$ cat config.mk
export PLATFORM = sky130hd
export DESIGN_NAME = sprite_batch_quad_generator_top
export DESIGN_NICKNAME = d
export VERILOG_FILES = /design/src/hdl/sbqg_pkg.sv /design/src/hdl/sprite_batch_quad_generator_top.sv /design/src/hdl/sbqg_ctrl.sv /design/src/hdl/sbqg_dpath.sv
export SDC_FILE = /design/constraint.sdc
export NUM_CORES = 1
export LEC_CHECK = 0
export ABC_AREA = 1
export BUFFER_PORTS_ARGS = -buffer_cell sky130_fd_sc_hd__buf_2
export CAP_MARGIN = 30
export CORE_AREA = 2 2 281 283
export CTS_BUF_LIST = sky130_fd_sc_hd__clkbuf_4 sky130_fd_sc_hd__clkbuf_8
export CTS_CLUSTER_DIAMETER = 200
export DETAILED_ROUTE_END_ITERATION = 10
export DIE_AREA = 0 0 283 285
export GPL_ROUTABILITY_DRIVEN = 0
export HOLD_SLACK_MARGIN = 0.08
export PLACE_DENSITY_LB_ADDON = 0.12
export RECOVER_POWER = 100
export SYNTH_ARGS = -nofsm -noshare
export SYNTH_HDL_FRONTEND = slang
export SYNTH_SLANG_ARGS = --single-unit
$ cat constraint.sdc
create_clock -name i_clk -period 7.06 [get_ports i_clk]
set_input_delay 0.706 -clock i_clk [delete_from_list [all_inputs] [get_ports i_clk]]
set_output_delay 0.706 -clock i_clk [all_outputs]
set_load 0.01 [all_outputs]
$ cat src/hdl/sbqg_pkg.sv
`timescale 1ns / 1ps

package sbqg_pkg;

    // Stream widths, whole bytes
    localparam int S_TDATA_W = 264;
    localparam int M_TDATA_W = 152;
    localparam int SLOT_OUT_W = 5;

    localparam int SLOT_COUNT_DEF = 16;

    localparam logic [15:0] SPRITE_CAP_RST = 16'd1024;
    localparam logic [31:0] WHITE = 32'hFFFF_FFFF;

    // Register index, taken from paddr[2]
    localparam logic REG_SPRITE_CAP = 1'b0;

    // Command kinds on tuser
    localparam logic OP_RECT   = 1'b0;
    localparam logic OP_SPRITE = 1'b1;
    localparam logic KIND_VERTEX = 1'b0;
    localparam logic KIND_FLUSH  = 1'b1;

    typedef enum logic [2:0] {
        S_IDLE,
        S_CHECK,
        S_SCAN,
        S_MISS,
        S_STORE,
        S_VERT
    } t_state;

    typedef struct packed {
        logic load;
        logic emit_flush;
        logic emit_vert;
        logic scan_start;
        logic scan;
        logic take_hit;
        logic store;
    } t_cmd;

    typedef struct packed {
        logic out_free;
        logic count_full;
        logic textured;
        logic issue;
        logic rd_vld;
        logic hit;
        logic table_full;
        logic vert_last;
    } t_status;

endpackage

$ cat src/hdl/sprite_batch_quad_generator_top.sv
`timescale 1ns / 1ps

// Sprite batch quad generator. Each input item is a draw command (tuser 0 flat
// rectangle, 1 textured sprite) and yields four corner vertices, (x,y),
// (x,y+h), (x+w,y+h), (x+w,y), the fourth marked by tlast; x+w and y+h
// saturate. The vertices may be preceded by flush items (tuser 1) carrying the
// batch sprite count: one when the count has reached the sprite cap, and one
// when a sprite's new texture id finds the SLOT_COUNT-entry slot table full. A
// flush clears the count and the table. With the output ready, a rectangle or
// untextured sprite goes through accept, check and its four vertices; a flush
// goes out in the check or miss-decision state, not in a state of its own. A
// textured sprite adds a scan of the single-read-port slot table, which reads
// the used slots in order: a hit ends the scan, while a miss lets the read pipe
// drain and then takes the miss decision and the table write. The next command
// is accepted while the last vertex still waits in the output register. The
// sprite cap register (16 bits, reset 1024) lives at APB address 0; write it
// only while idle.

module sprite_batch_quad_generator_top #(
    parameter int SLOT_COUNT = sbqg_pkg::SLOT_COUNT_DEF
) (
    input  logic                           i_clk,
    input  logic                           i_rst_n,
    // Command input
    input  logic                           i_s_tvalid,
    output logic                           o_s_tready,
    // dest_x[31:0] dest_y[63:32] dest_w[95:64] dest_h[127:96]
    // src_left[144:128] src_top[161:145] src_right[178:162] src_bottom[195:179]
    // texture_handle[227:196] rgba[259:228], zero fill to 263
    input  logic [sbqg_pkg::S_TDATA_W-1:0] i_s_tdata,
    input  logic [0:0]                     i_s_tuser,   // op
    // Result output
    output logic                           o_m_tvalid,
    input  logic                           i_m_tready,
    // pos_x[31:0] pos_y[63:32] tex_u[80:64] tex_v[97:81] slot[102:98]
    // vertex_color[134:103] batch_sprites[150:135], zero fill bit 151
    output logic [sbqg_pkg::M_TDATA_W-1:0] o_m_tdata,
    output logic [0:0]                     o_m_tuser,   // kind
    output logic                           o_m_tlast,   // last
    // Register port
    input  logic                           psel,
    input  logic                           penable,
    input  logic                           pwrite,
    input  logic [2:0]                     paddr,
    input  logic [31:0]                    pwdata,
    output logic [31:0]                    prdata,
    output logic                           pready
);

    logic [15:0]       r_sprite_cap;
    sbqg_pkg::t_cmd    cmd;
    sbqg_pkg::t_status st;

    // Register index is the word address; odd words are unused
    always_ff @(posedge i_clk) begin
        if (!i_rst_n) begin
            r_sprite_cap <= sbqg_pkg::SPRITE_CAP_RST;
        end else if (psel && penable && pwrite && pready
                     && paddr[2] == sbqg_pkg::REG_SPRITE_CAP) begin
            r_sprite_cap <= pwdata[15:0];
        end
    end

    assign pready = 1'b1;
    assign prdata = (paddr[2] == sbqg_pkg::REG_SPRITE_CAP) ? {16'd0, r_sprite_cap} : 32'd0;

    sbqg_ctrl u_ctrl (
        .i_clk      (i_clk),
        .i_rst_n    (i_rst_n),
        .i_s_tvalid (i_s_tvalid),
        .o_s_tready (o_s_tready),
        .i_st       (st),
        .o_cmd      (cmd)
    );

    sbqg_dpath #(
        .SLOT_COUNT (SLOT_COUNT)
    ) u_dpath (
        .i_clk         (i_clk),
        .i_rst_n       (i_rst_n),
        .i_s_tdata     (i_s_tdata),
        .i_s_tuser     (i_s_tuser),
        .i_sprite_cap  (r_sprite_cap),
        .i_cmd         (cmd),
        .o_st          (st),
        .o_m_tvalid    (o_m_tvalid),
        .i_m_tready    (i_m_tready),
        .o_m_tdata     (o_m_tdata),
        .o_m_tuser     (o_m_tuser),
        .o_m_tlast     (o_m_tlast)
    );

endmodule

$ cat src/hdl/sbqg_ctrl.sv
`timescale 1ns / 1ps

module sbqg_ctrl (
    input  logic              i_clk,
    input  logic              i_rst_n,
    input  logic              i_s_tvalid,
    output logic              o_s_tready,
    input  sbqg_pkg::t_status i_st,
    output sbqg_pkg::t_cmd    o_cmd
);

    sbqg_pkg::t_state r_state;
    sbqg_pkg::t_state n_state;

    always_ff @(posedge i_clk) begin
        if (!i_rst_n) begin
            r_state <= sbqg_pkg::S_IDLE;
        end else begin
            r_state <= n_state;
        end
    end

    always_comb begin
        n_state = r_state;
        case (r_state)
            sbqg_pkg::S_IDLE: begin
                if (i_s_tvalid) n_state = sbqg_pkg::S_CHECK;
            end
            sbqg_pkg::S_CHECK: begin
                if (!i_st.count_full || i_st.out_free) begin
                    n_state = i_st.textured ? sbqg_pkg::S_SCAN : sbqg_pkg::S_VERT;
                end
            end
            sbqg_pkg::S_SCAN: begin
                if (i_st.hit) begin
                    n_state = sbqg_pkg::S_VERT;
                end else if (!i_st.issue && !i_st.rd_vld) begin
                    n_state = sbqg_pkg::S_MISS;
                end
            end
            sbqg_pkg::S_MISS: begin
                if (!i_st.table_full || i_st.out_free) n_state = sbqg_pkg::S_STORE;
            end
            sbqg_pkg::S_STORE: begin
                n_state = sbqg_pkg::S_VERT;
            end
            sbqg_pkg::S_VERT: begin
                if (i_st.out_free && i_st.vert_last) n_state = sbqg_pkg::S_IDLE;
            end
            default: begin
                n_state = sbqg_pkg::S_IDLE;
            end
        endcase
    end

    always_comb begin
        o_cmd = '0;
        o_s_tready = 1'b0;
        case (r_state)
            sbqg_pkg::S_IDLE: begin
                o_s_tready = 1'b1;
                o_cmd.load = i_s_tvalid;
            end
            sbqg_pkg::S_CHECK: begin
                if (!i_st.count_full || i_st.out_free) begin
                    o_cmd.emit_flush = i_st.count_full;
                    o_cmd.scan_start = i_st.textured;
                end
            end
            sbqg_pkg::S_SCAN: begin
                o_cmd.scan = 1'b1;
                o_cmd.take_hit = i_st.hit;
            end
            sbqg_pkg::S_MISS: begin
                o_cmd.emit_flush = i_st.table_full && i_st.out_free;
            end
            sbqg_pkg::S_STORE: begin
                o_cmd.store = 1'b1;
            end
            sbqg_pkg::S_VERT: begin
                o_cmd.emit_vert = i_st.out_free;
            end
            default: begin
                o_cmd = '0;
            end
        endcase
    end

endmodule

$ cat src/hdl/sbqg_dpath.sv
`timescale 1ns / 1ps

module sbqg_dpath #(
    parameter int SLOT_COUNT = sbqg_pkg::SLOT_COUNT_DEF
) (
    input  logic                             i_clk,
    input  logic                             i_rst_n,
    input  logic [sbqg_pkg::S_TDATA_W-1:0]   i_s_tdata,
    input  logic [0:0]                       i_s_tuser,
    input  logic [15:0]                      i_sprite_cap,
    input  sbqg_pkg::t_cmd                   i_cmd,
    output sbqg_pkg::t_status                o_st,
    output logic                             o_m_tvalid,
    input  logic                             i_m_tready,
    output logic [sbqg_pkg::M_TDATA_W-1:0]   o_m_tdata,
    output logic [0:0]                       o_m_tuser,
    output logic                             o_m_tlast
);

    localparam int IDX_W  = (SLOT_COUNT > 1) ? $clog2(SLOT_COUNT) : 1;
    localparam int USED_W = $clog2(SLOT_COUNT + 1);
    localparam int SLOT_OUT_W_L = sbqg_pkg::SLOT_OUT_W;

    function automatic logic [31:0] sat_add(input logic [31:0] a, input logic [31:0] b);
        logic [32:0] s;
        s = {a[31], a} + {b[31], b};
        if (s[32] != s[31]) begin
            sat_add = s[32] ? 32'h8000_0000 : 32'h7FFF_FFFF;
        end else begin
            sat_add = s[31:0];
        end
    endfunction

    // Captured command
    logic        r_sprite;
    logic [31:0] r_x0, r_y0, r_x1, r_y1;
    logic [16:0] r_sl, r_st, r_sr, r_sb;
    logic [31:0] r_tid;
    logic [31:0] r_col;

    // Batch state
    logic [15:0]       r_count;
    logic [USED_W-1:0] r_used;
    logic [USED_W-1:0] r_slot;
    logic [1:0]        r_vert;

    // Slot table and scan pipe
    logic [31:0]       r_slot_ids [SLOT_COUNT];
    logic [USED_W-1:0] r_scan_pos;
    logic [31:0]       r_rd_data;
    logic [IDX_W-1:0]  r_rd_idx;
    logic              r_rd_vld;

    // Output register
    logic              r_out_vld;
    logic              r_o_kind;
    logic [31:0]       r_o_px, r_o_py;
    logic [16:0]       r_o_u, r_o_v;
    logic [SLOT_OUT_W_L-1:0] r_o_slot;
    logic [31:0]       r_o_col;
    logic [15:0]       r_o_batch;
    logic              r_o_last;

    logic              issue;
    logic [SLOT_OUT_W_L+USED_W-1:0] slot_ext;
    logic [31:0]       v_px, v_py;
    logic [16:0]       v_u, v_v;

    assign issue    = r_scan_pos < r_used;
    assign slot_ext = {{SLOT_OUT_W_L{1'b0}}, r_slot};

    assign o_st.out_free   = !r_out_vld || i_m_tready;
    assign o_st.count_full = r_count >= i_sprite_cap;
    assign o_st.textured   = r_sprite && (r_tid != 32'd0);
    assign o_st.issue      = issue;
    assign o_st.rd_vld     = r_rd_vld;
    assign o_st.hit        = r_rd_vld && (r_rd_data == r_tid);
    assign o_st.table_full = r_used >= USED_W'(SLOT_COUNT);
    assign o_st.vert_last  = r_vert == 2'd3;

    // Corner order: (x,y) (x,y+h) (x+w,y+h) (x+w,y)
    always_comb begin
        case (r_vert)
            2'd0: begin v_px = r_x0; v_py = r_y0; v_u = r_sl; v_v = r_sb; end
            2'd1: begin v_px = r_x0; v_py = r_y1; v_u = r_sl; v_v = r_st; end
            2'd2: begin v_px = r_x1; v_py = r_y1; v_u = r_sr; v_v = r_st; end
            default: begin v_px = r_x1; v_py = r_y0; v_u = r_sr; v_v = r_sb; end
        endcase
    end

    // Command capture; rectangles carry zero texture edges
    always_ff @(posedge i_clk) begin
        if (i_cmd.load) begin
            r_sprite <= i_s_tuser[0] == sbqg_pkg::OP_SPRITE;
            r_x0 <= i_s_tdata[31:0];
            r_y0 <= i_s_tdata[63:32];
            r_x1 <= sat_add(i_s_tdata[31:0], i_s_tdata[95:64]);
            r_y1 <= sat_add(i_s_tdata[63:32], i_s_tdata[127:96]);
            r_sl <= (i_s_tuser[0] == sbqg_pkg::OP_SPRITE) ? i_s_tdata[144:128] : 17'd0;
            r_st <= (i_s_tuser[0] == sbqg_pkg::OP_SPRITE) ? i_s_tdata[161:145] : 17'd0;
            r_sr <= (i_s_tuser[0] == sbqg_pkg::OP_SPRITE) ? i_s_tdata[178:162] : 17'd0;
            r_sb <= (i_s_tuser[0] == sbqg_pkg::OP_SPRITE) ? i_s_tdata[195:179] : 17'd0;
            r_tid <= i_s_tdata[227:196];
            r_col <= (i_s_tuser[0] == sbqg_pkg::OP_SPRITE) ? sbqg_pkg::WHITE
                                                            : i_s_tdata[259:228];
        end
    end

    // Batch counters
    always_ff @(posedge i_clk) begin
        if (!i_rst_n) begin
            r_count <= '0;
            r_used  <= '0;
            r_vert  <= '0;
        end else begin
            if (i_cmd.emit_flush) begin
                r_count <= '0;
                r_used  <= '0;
            end else begin
                if (i_cmd.store) r_used <= r_used + USED_W'(1);
                if (i_cmd.emit_vert && r_vert == 2'd3) r_count <= r_count + 16'd1;
            end
            if (i_cmd.load) begin
                r_vert <= '0;
            end else if (i_cmd.emit_vert) begin
                r_vert <= r_vert + 2'd1;
            end
        end
    end

    always_ff @(posedge i_clk) begin
        if (i_cmd.load) begin
            r_slot <= '0;
        end else if (i_cmd.take_hit) begin
            r_slot <= USED_W'(r_rd_idx) + USED_W'(1);
        end else if (i_cmd.store) begin
            r_slot <= r_used + USED_W'(1);
        end
    end

    // Slot table: one write and one read port
    always_ff @(posedge i_clk) begin
        if (i_cmd.store) r_slot_ids[r_used[IDX_W-1:0]] <= r_tid;
        if (i_cmd.scan && issue) begin
            r_rd_data <= r_slot_ids[r_scan_pos[IDX_W-1:0]];
            r_rd_idx  <= r_scan_pos[IDX_W-1:0];
        end
    end

    always_ff @(posedge i_clk) begin
        if (!i_rst_n) begin
            r_scan_pos <= '0;
            r_rd_vld   <= 1'b0;
        end else if (i_cmd.scan_start) begin
            r_scan_pos <= '0;
            r_rd_vld   <= 1'b0;
        end else if (i_cmd.scan) begin
            r_rd_vld <= issue;
            if (issue) r_scan_pos <= r_scan_pos + USED_W'(1);
        end
    end

    // Output register
    always_ff @(posedge i_clk) begin
        if (!i_rst_n) begin
            r_out_vld <= 1'b0;
        end else if (i_cmd.emit_flush || i_cmd.emit_vert) begin
            r_out_vld <= 1'b1;
        end else if (i_m_tready) begin
            r_out_vld <= 1'b0;
        end
    end

    always_ff @(posedge i_clk) begin
        if (i_cmd.emit_flush) begin
            r_o_kind  <= sbqg_pkg::KIND_FLUSH;
            r_o_px    <= '0;
            r_o_py    <= '0;
            r_o_u     <= '0;
            r_o_v     <= '0;
            r_o_slot  <= '0;
            r_o_col   <= '0;
            r_o_batch <= r_count;
            r_o_last  <= 1'b0;
        end else if (i_cmd.emit_vert) begin
            r_o_kind  <= sbqg_pkg::KIND_VERTEX;
            r_o_px    <= v_px;
            r_o_py    <= v_py;
            r_o_u     <= v_u;
            r_o_v     <= v_v;
            r_o_slot  <= slot_ext[SLOT_OUT_W_L-1:0];
            r_o_col   <= r_col;
            r_o_batch <= '0;
            r_o_last  <= r_vert == 2'd3;
        end
    end

    assign o_m_tvalid = r_out_vld;
    assign o_m_tdata  = {1'b0, r_o_batch, r_o_col, r_o_slot, r_o_v, r_o_u, r_o_py, r_o_px};
    assign o_m_tuser  = r_o_kind;
    assign o_m_tlast  = r_o_last;

endmodule
After elaboration in Yosys (flattened, before gate mapping)
Memories as Yosys holds them, arrays and structs flattened. A register that Yosys moved wholly into a read port is not among the register bits.
Index checks and enable logic that the tools add are counted.
{"block": "classes", "n_bitwise": 2, "eq_ne": 16, "order_cmp": 3, "addsub": 7, "reduce_logical": 32, "n_mux": 34}
{"cell": "two-way mux 32 bit", "count": 6}
{"cell": "adder 32 x 32 -> 33 bit", "count": 2}
{"cell": "two-way mux 16 bit", "count": 3}
{"cell": "two-way mux 17 bit", "count": 2}
{"cell": "== test 32 bit", "count": 1}
{"cell": "nonzero test 32 bit", "count": 1}
{"cell": "two-way mux 3 bit", "count": 7}
{"cell": "case mux 3 bit (6 select lines)", "count": 1}
{"cell": "adder 16 x 1 -> 16 bit (second input constant)", "count": 1}
{"cell": ">= comparator 16 bit", "count": 1}
{"cell": "two-way mux 1 bit", "count": 11}
{"cell": "adder 5 x 1 -> 5 bit (second input constant)", "count": 2}
{"cell": "logical AND 1 bit", "count": 10}
{"cell": "two-way mux 5 bit", "count": 2}
{"cell": "OR reduction 2 bit", "count": 5}
{"cell": "== test 3 x 2 -> 1 bit (second input constant)", "count": 2}
{"cell": "== test 3 bit (second input constant)", "count": 2}
{"cell": "!= test 2 x 1 -> 1 bit (second input constant)", "count": 3}
{"cell": "nonzero test 2 bit", "count": 3}
{"cell": "adder 4 x 1 -> 5 bit (second input constant)", "count": 1}
{"cell": ">= comparator 5 bit (second input constant)", "count": 1}
{"cell": "logical NOT 1 bit", "count": 5}
{"cell": "< comparator 5 bit", "count": 1}
{"cell": "AND reduction 5 bit", "count": 1}
{"cell": "other kinds (14)", "count": 20}
{"block": "totals", "memories": 1, "mem_bits_rw": 512, "regBits": 472, "out_inout_bits": 189, "wordCells": 125, "in_bits": 307}
{"name": "u_dpath.r_slot_ids", "words": 16, "word_bits": 32, "read_ports": 1, "rd_clocked_by_memory_dff": 1, "write_ports": 1, "line": "sbqg_dpath.sv:48", "rtl": "logic [31:0] r_slot_ids [SLOT_COUNT];"}

Longest topological paths before layout
{"block": "logic_depth", "depth_word": 7, "ltp_mapped": 18, "ltp_nobuf": 16}

By module
A second synthesis with hierarchy kept.
{"block": "unflattened", "hier_cells": 4189, "hier_area_um2": 44584.0}
{"module": "sbqg_dpath", "cells_per_inst": 3971, "n_inst": 1, "area_per_inst_um2": 43213.9, "seq_area_each_um2": 28217.1}
{"module": "sprite_batch_quad_generator_top", "cells_per_inst": 159, "n_inst": 1, "area_per_inst_um2": 1052.3, "seq_area_each_um2": 320.3}
{"module": "sbqg_ctrl", "cells_per_inst": 59, "n_inst": 1, "area_per_inst_um2": 317.8, "seq_area_each_um2": 60.1}

Worst setup path after synthesis
No wires, ideal clock.
{"block": "synth_path", "path_kind": "register to register", "start": "register u_ctrl.r_state[0]", "end": "register u_dpath.r_col[0] (enable)", "t_arrival_ps": 5938, "required_time_ps": 6447, "stages_incl_launch_ff": 6, "period_less_slack_ps": 6551, "slack_ps": 509, "cell_sequence": "dfxtp_1 > nor2_1 > inv_1 > nor2_1 > nand2_1 > inv_1"}
{"item": "from (decl)", "line": "sbqg_ctrl.sv:12", "rtl": "sbqg_pkg::t_state r_state;"}
{"item": "from (signal assigned)", "line": "sbqg_ctrl.sv:17", "rtl": "r_state <= sbqg_pkg::S_IDLE;"}
{"item": "from (signal assigned)", "line": "sbqg_ctrl.sv:19", "rtl": "r_state <= n_state;"}
{"item": "to (signal assigned)", "line": "sbqg_dpath.sv:104", "rtl": "r_col <= (i_s_tuser[0] == sbqg_pkg::OP_SPRITE) ? sbqg_pkg::WHITE"}
{"item": "to (decl)", "line": "sbqg_dpath.sv:39", "rtl": "logic [31:0] r_col;"}

Final worst setup path
{"block": "layout_path", "start": "register u_dpath.r_scan_pos[1]", "end": "register u_dpath.r_rd_data[19] (read register of u_dpath.r_slot_ids), data pin"}
{"block": "layout_between", "elab_chain_cells": 2}
{"item": "from (decl)", "line": "sbqg_dpath.sv:49", "rtl": "logic [USED_W-1:0] r_scan_pos;"}
{"item": "from (signal assigned)", "line": "sbqg_dpath.sv:159", "rtl": "if (issue) r_scan_pos <= r_scan_pos + USED_W'(1);"}
{"item": "< comparator 5 bit", "line": "sbqg_dpath.sv:69", "rtl": "assign issue = r_scan_pos < r_used;"}
{"item": "logical AND 1 bit", "line": "sbqg_dpath.sv:144", "rtl": "if (i_cmd.scan && issue) begin"}
{"item": "to (decl)", "line": "sbqg_dpath.sv:50", "rtl": "logic [31:0] r_rd_data;"}
Parallel ways exist; a longest one is shown, timed or not.
A chain may end at the register's enable or synchronous reset.

==> metrics <==
Switching Share 29.3%; clock latency on the worst-skew pair 0.82 ns; Synth warnings 0; slowest CP cell dfxtp_1; Die W 283 um; wire per inst 19.2 um; layout cell share with drive strength beyond 1 11.8%; Area Growth Syn to Fin 16.1%; first-pass iteration count of the detailed router 5; # clock sinks 1016; Initial Util 57.2%; Remaining Overflow, GRT 0; post-route ant nets 0; setup_tns 0 ns; first-pass GRT wire length 176 mm; largest cells by area after synthesis edfxtp_1, dfxtp_1, nand2_1; clock share of power 31.6%; Clock Skew 0.0355 ns; Worst VDD drop 0.229 mV; chip height 285 um; worst-path maximum fanout 97; Gate power share 17.3%; crit path capture type flip-flop; die area 80700 um2; FF+latch count, synth 1016; Slew @ Worst Pin 3.84 ns; Syn Area/Cell 10.5 um2; number of core rows 103; post_cts resized 0; Starting DRT DRC Count 2722; vias per std cell 5.51; Reg clk slew, reported paths 0.06 ns; fin. max-slew vios 692; Flop pwr share 51.1%; CP Cell Sequence buf_4 > buf_4 > o21ai_0 > o221ai_1 > nand3_1 > nand3_1; post-synth top area share 55.6%; power per standard cell area 314 nW/um2; vias in the first global route 31600; Worst Hold Class input pin to flip-flop; final critical-path share of the clock period 71.7%; # hold bufs at CTS 93; number of synthesized flops with an enable pin 825; WL final 115 mm; most common cell in the synthesized netlist nand2_1; vias 33000; postcts setup bufs 0; initial antenna violation count 15; Max Cap Viol 19; hpwl dp 71.3 mm; Layout fillers 6265; crit path DAT 5.73 ns; Top FF cell, synth edfxtp_1; ys async rst share 0%; area leader, netlist edfxtp_1; P_sw 4.77 mW; min Tclk post-route 5.06 ns; core area 78000 um2; max_slew headroom -156%; Leakage 19.7 nW; required time of the critical path 7.72 ns; Commonest cells post-synth nand2_1, edfxtp_1, nor2_1; Setup crit start kind flip-flop; Seq/Total Area, Yosys 64.1%; PortBufs 455; final core utilization 66.4%; GRT Util Overall 28.0%; failing checks max-capacitance violations, max-slew violations; Syn Std Cell Area 44600 um2; DRC errors left 0; clock buffer depth 3; number of library cell types mapped by synthesis 49; slowest stage delay, CP 2.23 ns; Non-Filler Instances 5999; RSZ-0062 raised after global routing no; Tot Pwr 16.3 mW; htree depth 4; upper clock frequency limit 0.198 GHz; outcome complete, but fails checks; Hold Vio Cnt, Final 0; CTS buffer count 163; setup violators final 0; nets@finish 5215; WS Path Type flip-flop to flip-flop; Mapped Cells 4259; CTS tree yes; Inst Count DP 5602; largest net degree at the start of global routing 160; Clk Tree Root Cell clkbuf_8; Int Power 11.5 mW; I/O pin cnt 496
layout make-up:
class,instances,area (um2),share of cell area (%)
multi-input combinational,2717,14000,27.0
timing repair buffer,591,3240,6.26
inverter,323,1230,2.38
sequential,1016,28600,55.3
clock inverter,37,233,0.450
antenna,7,17.5,0.0338
tap,1050,1310,2.54
clock buffer,258,3140,6.06
worst max-delay path, delay by kind of cell, from the launching register on:
| family | cells | cell delay, ns |
|---|---|---|
| AO/OA/AOI/OAI | 2 | 0.56 |
| buffers and inverters | 2 | 1.78 |
| flip-flops | 1 | 2.23 |
| AND/OR/NAND/NOR | 2 | 0.24 |
state kept, by name (all words and copies together) (netlist names), 5 cells and up:
register and cells:
u_dpath.r_used 5, u_dpath.r_o_py 32, u_dpath.r_y0 32, u_dpath.r_rd_data 32, u_dpath.r_o_slot 5, u_dpath.r_slot 5
u_dpath.r_tid 32, u_dpath.r_o_px 32, u_dpath.r_sb 17, u_dpath.r_x1 32, u_dpath.r_scan_pos 5, u_dpath.r_sl 17
r_sprite_cap 16, u_dpath.r_o_v 17, u_dpath.r_col 32, u_dpath.r_x0 32, u_dpath.r_o_batch 16, u_dpath.r_o_u 17
u_dpath.r_count 16, u_dpath.r_sr 17, u_dpath.r_st 17, u_dpath.r_slot_ids 512, u_dpath.r_o_col 32, u_dpath.r_y1 32
cell families (layout without fill, tap and decap cells):
family	after synthesis	after routing	share of synthesized area, %
muxes	47	47	1.05
adders and majority gates	96	96	2.73
DFF	1016	1016	64.1
other	2	25	0.0168
and+or+nand+nor	1681	1681	15.2
buffers and inverters	542	1209	4.80
xor gates and xnor gates	68	68	1.34
AOI/OAI and AO/OA	807	807	10.7
power groups by stage:
stage	registers, mW	logic, mW	clock network [mW]
floorplan	8.51	1.60	0
global placement	8.36	2.82	0
detailed placement	8.39	2.88	0
CTS	8.28	2.93	5.22
global route	8.41	3.13	5.48
finish	8.31	2.82	5.14
metrics by stage:
| stage | instance area (um2) | setup slack (ns) | hold slack (ns) |
|---|---|---|---|
| after floorplan | 44700 | 0.509 | 0.435 |
| after global placement | 47800 | 3.29 | 0.436 |
| after detailed placement | 47900 | 3.54 | 0.448 |
| after CTS | 52200 | 3.54 | 0.0802 |
| after global routing | 51800 | 1.61 | 0.119 |
| final | 51800 | 2.00 | 0.145 |
cell usage in the layout, fill, tap and decap left out, drive strengths merged, types with 93 or more instances in the layout:
| cell | Yosys | routed |
|---|---|---|
| nand2 | 876 | 876 |
| edfxtp | 825 | 825 |
| o21ai | 263 | 263 |
| clkbuf | 164 | 520 |
| a21oi | 311 | 311 |
| nand3 | 121 | 121 |
| ha | 94 | 94 |
| dfxtp | 191 | 191 |
| inv | 322 | 328 |
| buf | 55 | 236 |
| nor2 | 586 | 586 |
| dlygate4sd3 | 0 | 93 |
per-layer routing:
metal  track usage, %  vias to the layer above  wire length (um)
met5                0                        -               100
met4             10.3                       16              3490
met3             5.58                      248              7810
met2             47.1                     1140             56600
met1             36.3                    15800             47300
li1                 -                    15800                 -
worst paths after layout:
check,start,end,slack (ns),depth (start not counted)
hold / removal,i_s_tdata[159],u_dpath.r_st[14],0.15,3
hold reg to reg,u_dpath.r_o_col[4],u_dpath.r_o_col[4],0.46,2
setup reg to reg,u_dpath.r_scan_pos[1],u_dpath.r_rd_data[19],2.00,6
setup / recovery,u_dpath.r_scan_pos[1],u_dpath.r_rd_data[19],2.00,6
(Power assumes the default switching activity.)
